===== config.mk =====
export PLATFORM = sky130hd
export DESIGN_NAME = positional_list_insert_delete
export DESIGN_NICKNAME = d
export VERILOG_FILES = /design/src/design/pli_pkg.sv /design/src/design/pli_ctrl.sv /design/src/design/pli_datapath.sv /design/src/design/positional_list_insert_delete.sv
export SDC_FILE = /design/constraint.sdc
export NUM_CORES = 2
export LEC_CHECK = 0
export BUFFER_PORTS_ARGS = -buffer_cell sky130_fd_sc_hd__clkbuf_2
export CORE_AREA = 2 2 478 480
export CTS_CLUSTER_DIAMETER = 80
export DETAILED_ROUTE_END_ITERATION = 10
export DIE_AREA = 0 0 480 482
export PLACE_DENSITY = 0.51
export SYNTH_ARGS = -nofsm -noshare
export SYNTH_HDL_FRONTEND = slang
export SYNTH_SLANG_ARGS = --single-unit
export TNS_END_PERCENT = 30

===== constraint.sdc =====
create_clock -name aclk -period 5.7 [get_ports aclk]
set_input_delay 0.57 -clock aclk [delete_from_list [all_inputs] [get_ports aclk]]
set_output_delay 0.57 -clock aclk [all_outputs]
set_load 0.02 [all_outputs]

===== src/design/pli_pkg.sv =====
// pli_pkg: shared constants, operation codes and the controller command type
// for the positional list block. No dependencies.
`default_nettype none

package pli_pkg;

    localparam int CAPACITY   = 32;
    localparam int ITEM_WIDTH = 32;

    localparam int FUNC_W  = 2;
    localparam int POS_W   = 6;
    localparam int FIELD_W = 32;
    localparam int LEN_W   = 6;

    localparam int IDX_W = $clog2(CAPACITY);
    localparam int CNT_W = $clog2(CAPACITY + 1);
    localparam int CMP_W = (CNT_W + 1 > POS_W) ? CNT_W + 1 : POS_W;

    localparam logic [FUNC_W-1:0] FUNC_RETRIEVE = 2'd0;
    localparam logic [FUNC_W-1:0] FUNC_INSERT   = 2'd1;
    localparam logic [FUNC_W-1:0] FUNC_DELETE   = 2'd2;

    typedef struct packed {
        logic load;
        logic exec;
    } pli_cmd_t;

endpackage

`default_nettype wire


===== src/design/pli_ctrl.sv =====
// pli_ctrl: transaction sequencing for the positional list.
// Depends on pli_pkg for the command struct.
`default_nettype none

module pli_ctrl (
    input  wire logic             aclk,
    input  wire logic             aresetn,
    input  wire logic             s_valid,
    output logic                  s_ready,
    output logic                  m_valid,
    input  wire logic             m_ready,
    output pli_pkg::pli_cmd_t     cmd
);
    import pli_pkg::*;

    localparam logic [1:0] ST_IDLE = 2'd0;
    localparam logic [1:0] ST_EXEC = 2'd1;
    localparam logic [1:0] ST_OUT  = 2'd2;

    logic [1:0] state_reg;
    logic [1:0] state_next;

    assign s_ready  = (state_reg == ST_IDLE);
    assign m_valid  = (state_reg == ST_OUT);
    assign cmd.load = s_valid && s_ready;
    assign cmd.exec = (state_reg == ST_EXEC);

    always_comb begin
        state_next = state_reg;
        case (state_reg)
            ST_IDLE: begin
                if (s_valid) state_next = ST_EXEC;
            end
            ST_EXEC: begin
                state_next = ST_OUT;
            end
            ST_OUT: begin
                if (m_ready) state_next = ST_IDLE;
            end
            default: begin
                state_next = ST_IDLE;
            end
        endcase
    end

    always_ff @(posedge aclk) begin
        if (!aresetn) begin
            state_reg <= ST_IDLE;
        end else begin
            state_reg <= state_next;
        end
    end

`ifndef SYNTHESIS
    a_no_overlap: assert property (@(posedge aclk) disable iff (!aresetn)
        !(s_ready && m_valid))
        else $error("input accepted while result pending");
    a_load_exec: assert property (@(posedge aclk) disable iff (!aresetn)
        cmd.load |=> cmd.exec)
        else $error("accepted transaction not executed");
    a_exec_out: assert property (@(posedge aclk) disable iff (!aresetn)
        cmd.exec |=> m_valid)
        else $error("executed transaction produced no result");
    a_out_hold: assert property (@(posedge aclk) disable iff (!aresetn)
        (m_valid && !m_ready) |=> m_valid)
        else $error("result dropped before acceptance");
`endif

endmodule

`default_nettype wire


===== src/design/pli_datapath.sv =====
// pli_datapath: shift-chain entry storage, count, range checks and result register.
// Depends on pli_pkg for sizes, operation codes and the command struct.
`default_nettype none

module pli_datapath (
    input  wire logic                          aclk,
    input  wire logic                          aresetn,
    input  wire pli_pkg::pli_cmd_t             cmd,
    input  wire logic [pli_pkg::FUNC_W-1:0]    s_func,
    input  wire logic [pli_pkg::POS_W-1:0]     s_position,
    input  wire logic [pli_pkg::FIELD_W-1:0]   s_item_in,
    output logic                               m_success,
    output logic [pli_pkg::FIELD_W-1:0]        m_item_out,
    output logic [pli_pkg::LEN_W-1:0]          m_length
);
    import pli_pkg::*;

    logic [FUNC_W-1:0]     func_reg;
    logic [POS_W-1:0]      pos_reg;
    logic [ITEM_WIDTH-1:0] item_reg;

    logic [ITEM_WIDTH-1:0] entries_reg  [CAPACITY];
    logic [ITEM_WIDTH-1:0] entries_next [CAPACITY];
    logic [ITEM_WIDTH-1:0] up_w         [CAPACITY];
    logic [ITEM_WIDTH-1:0] dn_w         [CAPACITY];

    logic [CNT_W-1:0]   count_reg;
    logic [CNT_W-1:0]   count_next;
    logic               success_reg;
    logic               success_next;
    logic [FIELD_W-1:0] item_out_reg;
    logic [FIELD_W-1:0] item_out_next;
    logic [LEN_W-1:0]   length_reg;

    logic [CMP_W-1:0] pos_ext;
    logic [CMP_W-1:0] cnt_ext;
    logic [CMP_W-1:0] pos_m1;
    logic [IDX_W-1:0] idx;
    logic             pos_nz;
    logic             in_list;
    logic             ins_ok;
    logic             del_ok;
    logic             rd_ok;

    // neighbor taps of the shift chain
    genvar g;
    generate
        for (g = 0; g < CAPACITY; g++) begin : g_tap
            if (g == 0) begin : g_first
                assign up_w[g] = entries_reg[g];
            end else begin : g_rest
                assign up_w[g] = entries_reg[g-1];
            end
            if (g == CAPACITY - 1) begin : g_last
                assign dn_w[g] = entries_reg[g];
            end else begin : g_body
                assign dn_w[g] = entries_reg[g+1];
            end
        end
    endgenerate

    assign pos_ext = CMP_W'(pos_reg);
    assign cnt_ext = CMP_W'(count_reg);
    assign pos_m1  = pos_ext - CMP_W'(1);
    assign idx     = pos_m1[IDX_W-1:0];
    assign pos_nz  = (pos_reg != '0);
    assign in_list = pos_nz && (pos_ext <= cnt_ext);

    assign rd_ok  = (func_reg == FUNC_RETRIEVE) && in_list;
    assign del_ok = (func_reg == FUNC_DELETE) && in_list;
    assign ins_ok = (func_reg == FUNC_INSERT) && pos_nz
                    && (pos_ext <= cnt_ext + CMP_W'(1))
                    && (cnt_ext < CMP_W'(CAPACITY));

    always_comb begin
        for (int i = 0; i < CAPACITY; i++) begin
            entries_next[i] = entries_reg[i];
            if (ins_ok) begin
                if (IDX_W'(i) == idx) begin
                    entries_next[i] = item_reg;
                end else if (IDX_W'(i) > idx) begin
                    entries_next[i] = up_w[i];
                end
            end else if (del_ok) begin
                if (IDX_W'(i) >= idx) begin
                    entries_next[i] = dn_w[i];
                end
            end
        end
    end

    always_comb begin
        count_next = count_reg;
        if (ins_ok) begin
            count_next = count_reg + CNT_W'(1);
        end else if (del_ok) begin
            count_next = count_reg - CNT_W'(1);
        end
        success_next  = rd_ok || ins_ok || del_ok;
        item_out_next = rd_ok ? FIELD_W'(entries_reg[idx]) : '0;
    end

    always_ff @(posedge aclk) begin
        if (cmd.load) begin
            func_reg <= s_func;
            pos_reg  <= s_position;
            item_reg <= ITEM_WIDTH'(s_item_in);
        end
        if (cmd.exec) begin
            entries_reg  <= entries_next;
            success_reg  <= success_next;
            item_out_reg <= item_out_next;
            length_reg   <= LEN_W'(count_next);
        end
    end

    always_ff @(posedge aclk) begin
        if (!aresetn) begin
            count_reg <= '0;
        end else if (cmd.exec) begin
            count_reg <= count_next;
        end
    end

    assign m_success  = success_reg;
    assign m_item_out = item_out_reg;
    assign m_length   = length_reg;

endmodule

`default_nettype wire


===== src/design/positional_list_insert_delete.sv =====
// positional_list_insert_delete: top level of the positional list block.
// Depends on pli_pkg, pli_ctrl and pli_datapath.
//
//  channel | direction | handshake          | fields
//  s_      | in        | s_valid / s_ready  | s_func, s_position, s_item_in
//  m_      | out       | m_valid / m_ready  | m_success, m_item_out, m_length
//
// Transactions run one at a time: accept, execute, present result.
// The execute state moves every entry at or past the position by one slot in
// the shift chain, so insert and delete finish within that state.
// Synchronous active-low reset empties the list; entries are not cleared.
// A result held by m_ready low blocks the next input until it is taken.
`default_nettype none

module positional_list_insert_delete (
    input  wire logic                          aclk,
    input  wire logic                          aresetn,
    input  wire logic                          s_valid,
    output logic                               s_ready,
    input  wire logic [pli_pkg::FUNC_W-1:0]    s_func,
    input  wire logic [pli_pkg::POS_W-1:0]     s_position,
    input  wire logic [pli_pkg::FIELD_W-1:0]   s_item_in,
    output logic                               m_valid,
    input  wire logic                          m_ready,
    output logic                               m_success,
    output logic [pli_pkg::FIELD_W-1:0]        m_item_out,
    output logic [pli_pkg::LEN_W-1:0]          m_length
);
    import pli_pkg::*;

    pli_cmd_t cmd;

    pli_ctrl u_ctrl (
        .aclk    (aclk),
        .aresetn (aresetn),
        .s_valid (s_valid),
        .s_ready (s_ready),
        .m_valid (m_valid),
        .m_ready (m_ready),
        .cmd     (cmd)
    );

    pli_datapath u_datapath (
        .aclk       (aclk),
        .aresetn    (aresetn),
        .cmd        (cmd),
        .s_func     (s_func),
        .s_position (s_position),
        .s_item_in  (s_item_in),
        .m_success  (m_success),
        .m_item_out (m_item_out),
        .m_length   (m_length)
    );

endmodule

`default_nettype wire


After elaboration in Yosys (flattened, before gate mapping)
Cells that the tools add are included.
{"block": "totals", "register_bits": 1111, "latchBits": 0, "ramBits": 0, "rom_bits": 0, "inputBits": 44, "out_inout_bits": 41, "n_memories": 0}
{"block": "op_classes", "add_sub_neg": 4, "mul": 0, "div_mod_pow": 0, "order_cmp": 66, "eq_ne": 68, "n_shift": 0, "muxes": 164, "bitwise_logic": 1, "reduce_logical": 79}
{"operator": "$mux 32", "count": 158}
{"operator": "$bmux 32 s5", "count": 1}
{"operator": "$reduce_and 4->1", "count": 31}
{"operator": "$ne 3x3->1 const B", "count": 30}
{"operator": "$eq 5x5->1 const A", "count": 16}
{"operator": "$gt 5x5->1 const A", "count": 16}
{"operator": "$ge 5x5->1 const A", "count": 15}
{"operator": "$reduce_bool 2->1", "count": 33}
{"operator": "$eq 4x5->1 const A", "count": 8}
{"operator": "$ge 4x5->1 const A", "count": 8}
{"operator": "$gt 4x5->1 const A", "count": 8}
{"operator": "$eq 3x5->1 const A", "count": 4}
{"operator": "$ge 3x5->1 const A", "count": 4}
{"operator": "$gt 3x5->1 const A", "count": 4}
{"operator": "$mux 6", "count": 2}
{"operator": "$eq 2x5->1 const A", "count": 2}
{"operator": "$ge 1x5->1 const A", "count": 2}
{"operator": "$ge 2x5->1 const A", "count": 2}
{"operator": "$gt 2x5->1 const A", "count": 2}
{"operator": "$add 6x1->7 const B", "count": 1}
{"operator": "$le 6x7->1", "count": 1}
{"operator": "$logic_and 1x1->1", "count": 7}
{"operator": "$add 6x1->6 const B", "count": 1}
{"operator": "$ge 6x6->1 const B", "count": 1}
{"operator": "19 further kinds", "count": 25}

Logic depth before layout (Yosys ltp)
{"block": "depth", "ltp_word": 6, "mapped_depth": 17, "mapped_depth_nobuf": 11}

Cells and area by module
A second synthesis with hierarchy kept.
{"block": "hier_totals", "cells_unflattened": 6547, "hier_area_um2": 65507.8}
{"mod": "pli_datapath", "instances": 1, "cells_each": 6538, "area_per_inst_um2": 65415.2}
{"mod": "pli_ctrl", "instances": 1, "cells_each": 9, "area_per_inst_um2": 92.6}

Least setup slack after synthesis
OpenSTA, ideal clock, no wires.
{"block": "synth_path", "path_type": "flip-flop to flip-flop", "start": "register u_datapath.pos_reg[0]", "end": "register u_datapath.entries_reg (netlist bit u_datapath.dn_w[1000]), enable pin", "setup_ns": 0.461, "arrival_time_ns": 5.348, "required_ns": 5.239, "path_slack_ns": -0.109, "stages_incl_launch_ff": 15, "period_less_slack_ns": 5.809, "path_cell_list": "edfxtp_1 buf_2 inv_1 clkbuf_1 clkbuf_1 buf_1 ha_1 buf_4 xnor2_2 buf_2 buf_2 buf_2 buf_2 nand2_1 nor3_1"}
{"block": "synth_via", "elab_chain_len": 6}
{"element": "start, declared", "line_no": "pli_datapath.sv:19", "text": "logic [POS_W-1:0] pos_reg;"}
{"element": "start signal, assigned", "line_no": "pli_datapath.sv:106", "text": "pos_reg <= s_position;"}
{"element": "parallel branches: the longest is 5 deep, another holds $sub 5x1->5"}
{"element": "$reduce_and 4->1 (no line) (*)"}
{"element": "end signal, assigned", "line_no": "pli_datapath.sv:110", "text": "entries_reg <= entries_next;"}
{"element": "end, declared", "line_no": "pli_datapath.sv:22", "text": "logic [ITEM_WIDTH-1:0] entries_reg [CAPACITY];"}
Every way passes the cells marked *.
A chain may end at the register's enable or synchronous reset.

==> metrics <==
status finished clean; Tmin final 4.46 ns; flop and latch count out of synthesis 1111; Syn Inst Count 6106; Worst Path Max Fanout 81; Row Count 175; Filler cells 23.0k; hold depth 1; Post-synth EDFFs 1103; Crit Path Category reg -> reg; Fin. Hold Viols 0; min-delay src s_position[1]; share of the synthesized area in the top cell type 0.508; max_cap viols 0; DRT iter0 DRCs 5552; Syn Area/Cell 10.7 µm²; f_max 224 MHz; layout cells sized above 1 0.110; Worst-Margin Slew 1.32 ns; HPWL Detailed 145000 µm; worst min-delay path class in -> reg; dpl cells 8796; CP required 6.18 ns; worst r2r path cells 11; YS warnings 0; slowest stage delay, CP 0.73 ns; most used flip-flop cell after synthesis edfxtp_1; hold endpoint u_datapath.pos_reg[1]$_DFFE_PP_; slowest CP cell or2_4; Net Count, Synth 6168; GR Overflow Total 0; I/O Buffers 84; initial antenna violation count 4; first-pass GRT wire length 328000 µm; Core ar. 226000 µm²; overall fraction of global-route tracks in use 0.188; Area Overhead vs Synth 11.9%; dominant cell by count in the synthesized netlist nand2_1; CTS tree done; most common library cells after synthesis nand2_1 (1206), mux2i_1 (1195), edfxtp_1 (1103), o21ai_1 (676), o21ai_0 (400); async set or reset register ratio after synthesis 0; die width 480 µm; Initial Utilization 0.288; Vias/cell 5.35; CP arrival 4.94 ns; Largest register FFs 992; leakage 29.3 nW; clock sinks 1111; Nets 6025; crit path cell chain nand3_1 > nor3_1 > xnor2_1 > ha_1 > nand3_1 > a21o_1 > a21oi_1 > or2_4 > buf_4 > buf_4 > o21ai_0; register area share after synthesis 0.510; reg2reg end u_datapath.dn_w[912]$_DFFE_PP_; largest net degree at the start of global routing 227; peak supply drop 0.367 mV; Clock Latency Late Sink 0.79 ns; post-route insts no fill 9076; Final Max Tran Viols 0; Root Driver clkbuf_16; Relative slew margins 0.121; number of remaining DRC errors 0; per-cell routed wire length 24.8 µm; Routed WL 225000 µm; routability cong. 0.834; I/O pins 85; Max H-tree Level 4; r2r setup slk 1.24 ns; vias in the first global route 46.5k; RSZ-0062 raised after global routing no; clk_skew 0.0234 ns; die area 231000 µm²; pwr/cell area 281 nW/µm²; startpoint types register; die height 482 µm; number of buffers created by CTS 135; number of distinct library cells after synthesis 74; worst r2r src u_datapath.count_reg[3]$_SDFFE_PN0N_; CP endpoint kind register; largest area contributor in the netlist edfxtp_1; CTS max path bufs 3; Setup TNS 0 ns; via count 48.6k; synth top area cells edfxtp_1 (51%), mux2i_1 (18%), nand2_1 (6.9%); DRT antenna net count 0; router iterations before antenna repair 6; mapped cell area 65200 µm²; final setup fails 0; clock slew at reported path FFs 0.06 ns; period utilization 0.783
-- cells in the final DEF (no fill, tap or decap), types with 41 or more instances in the layout --
cell | synthesis | routed
mux2i_1 | 1195 | 1195
nand2_1 | 1206 | 1198
mux4_2 | 48 | 48
clkbuf_2 | 11 | 84
buf_4 | 66 | 169
edfxtp_1 | 1103 | 1103
o22ai_1 | 49 | 49
o21ai_1 | 676 | 675
mux2_2 | 87 | 87
nand3_1 | 47 | 47
clkbuf_1 | 249 | 41
o21ai_0 | 400 | 400
clkbuf_16 | 0 | 141
a21oi_1 | 121 | 102
nor2_1 | 182 | 161
a31oi_1 | 78 | 78
-- stage by stage --
stage	setup slack, ns	power, mW	cell area (µm²)	utilization	hold WS (ns)
4_1_cts	1.24	20.7	73000	0.322	0.00278
3_5_place_dp	1.28	12.2	68400	0.302	0.548
2_1_floorplan	-0.0284	11.2	65200	-	0.519
3_3_place_gp	1.23	12.1	68400	0.302	0.530
5_1_grt	0.952	21.2	73000	0.322	0.0359
6_report	1.24	20.5	73000	0.322	0.0443
-- routing by layer --
layer  routed length [µm]  vias to the layer above  track usage  share of wire
met3                15300                      290       0.0277          0.068
li1                     -                    22209            -              -
met1               102000                    24218        0.268           0.46
met5                   13                        -            0       0.000058
met2               101000                     1852        0.295           0.45
met4                 5880                        2       0.0536          0.026
-- critical path: cells and delay by family (launching register included) --
kind / cells / cell delay, ns
AO/OA/AOI/OAI: 3 / 0.77
XOR/XNOR: 1 / 0.12
adder cells (fa/ha/maj): 1 / 0.30
buffers and inverters: 2 / 0.94
flip-flops: 1 / 0.53
AND/OR/NAND/NOR: 4 / 1.40
-- repair_timing --
action / 4_1_cts / 5_1_grt
endpoints found under the hold margin: 39 / 0
gates resized for setup: 0 / 0
hold buffers: 39 / 0
buffers inserted: 0 / 0
-- cell families (layout without fill, tap and decap cells) --
group,count (synthesis),after routing,share of synthesized area
xor gates and xnor gates,14,14,0.00257
muxes,1331,1331,0.215
other,0,3,0
adders and majority gates,18,18,0.00345
and+or+nand+nor,1537,1537,0.0948
AOI/OAI and AO/OA,1483,1483,0.125
buffers and inverters,612,570,0.0491
DFF,1111,1111,0.510
-- how the worst max path moves through the flow --
| stage | from | end | slack (ns) | cells after the start |
|---|---|---|---|---|
| 2_1_floorplan | u_datapath.pos_reg[0]$_DFFE_PP_ | u_datapath.dn_w[864]$_DFFE_PP_ | -0.03 | 13 |
| 3_3_place_gp | u_datapath.count_reg[0]$_SDFFE_PN0N_ | u_datapath.dn_w[590]$_DFFE_PP_ | 1.23 | 14 |
| 3_5_place_dp | u_datapath.pos_reg[2]$_DFFE_PP_ | u_datapath.dn_w[370]$_DFFE_PP_ | 1.28 | 8 |
| 4_1_cts | u_datapath.pos_reg[2]$_DFFE_PP_ | u_datapath.dn_w[369]$_DFFE_PP_ | 1.24 | 8 |
| 5_1_grt | u_datapath.count_reg[0]$_SDFFE_PN0N_ | u_datapath.dn_w[849]$_DFFE_PP_ | 0.95 | 12 |
| 6_report | u_datapath.count_reg[3]$_SDFFE_PN0N_ | u_datapath.dn_w[912]$_DFFE_PP_ | 1.24 | 11 |
-- layout make-up --
cell class	instances	area [µm²]	share of cell area
clock buffer	186	3740	0.0512
inverter	19	73.8	0.00101
tap	3009	3760	0.0516
sequential	1111	33300	0.456
antenna	3	7.51	0.000103
timing repair buffer	313	2500	0.0342
clock inverter	52	422	0.00578
multi-input combinational	4383	29200	0.400
-- power by group --
part	internal [mW]	switching [mW]	total, mW	leakage [nW]
combinational	0.905	1.94	2.85	17.2
sequential	9.11	0.103	9.22	10.0
clock	4.88	3.58	8.45	2.03
Power figures use the tool's default switching activity.
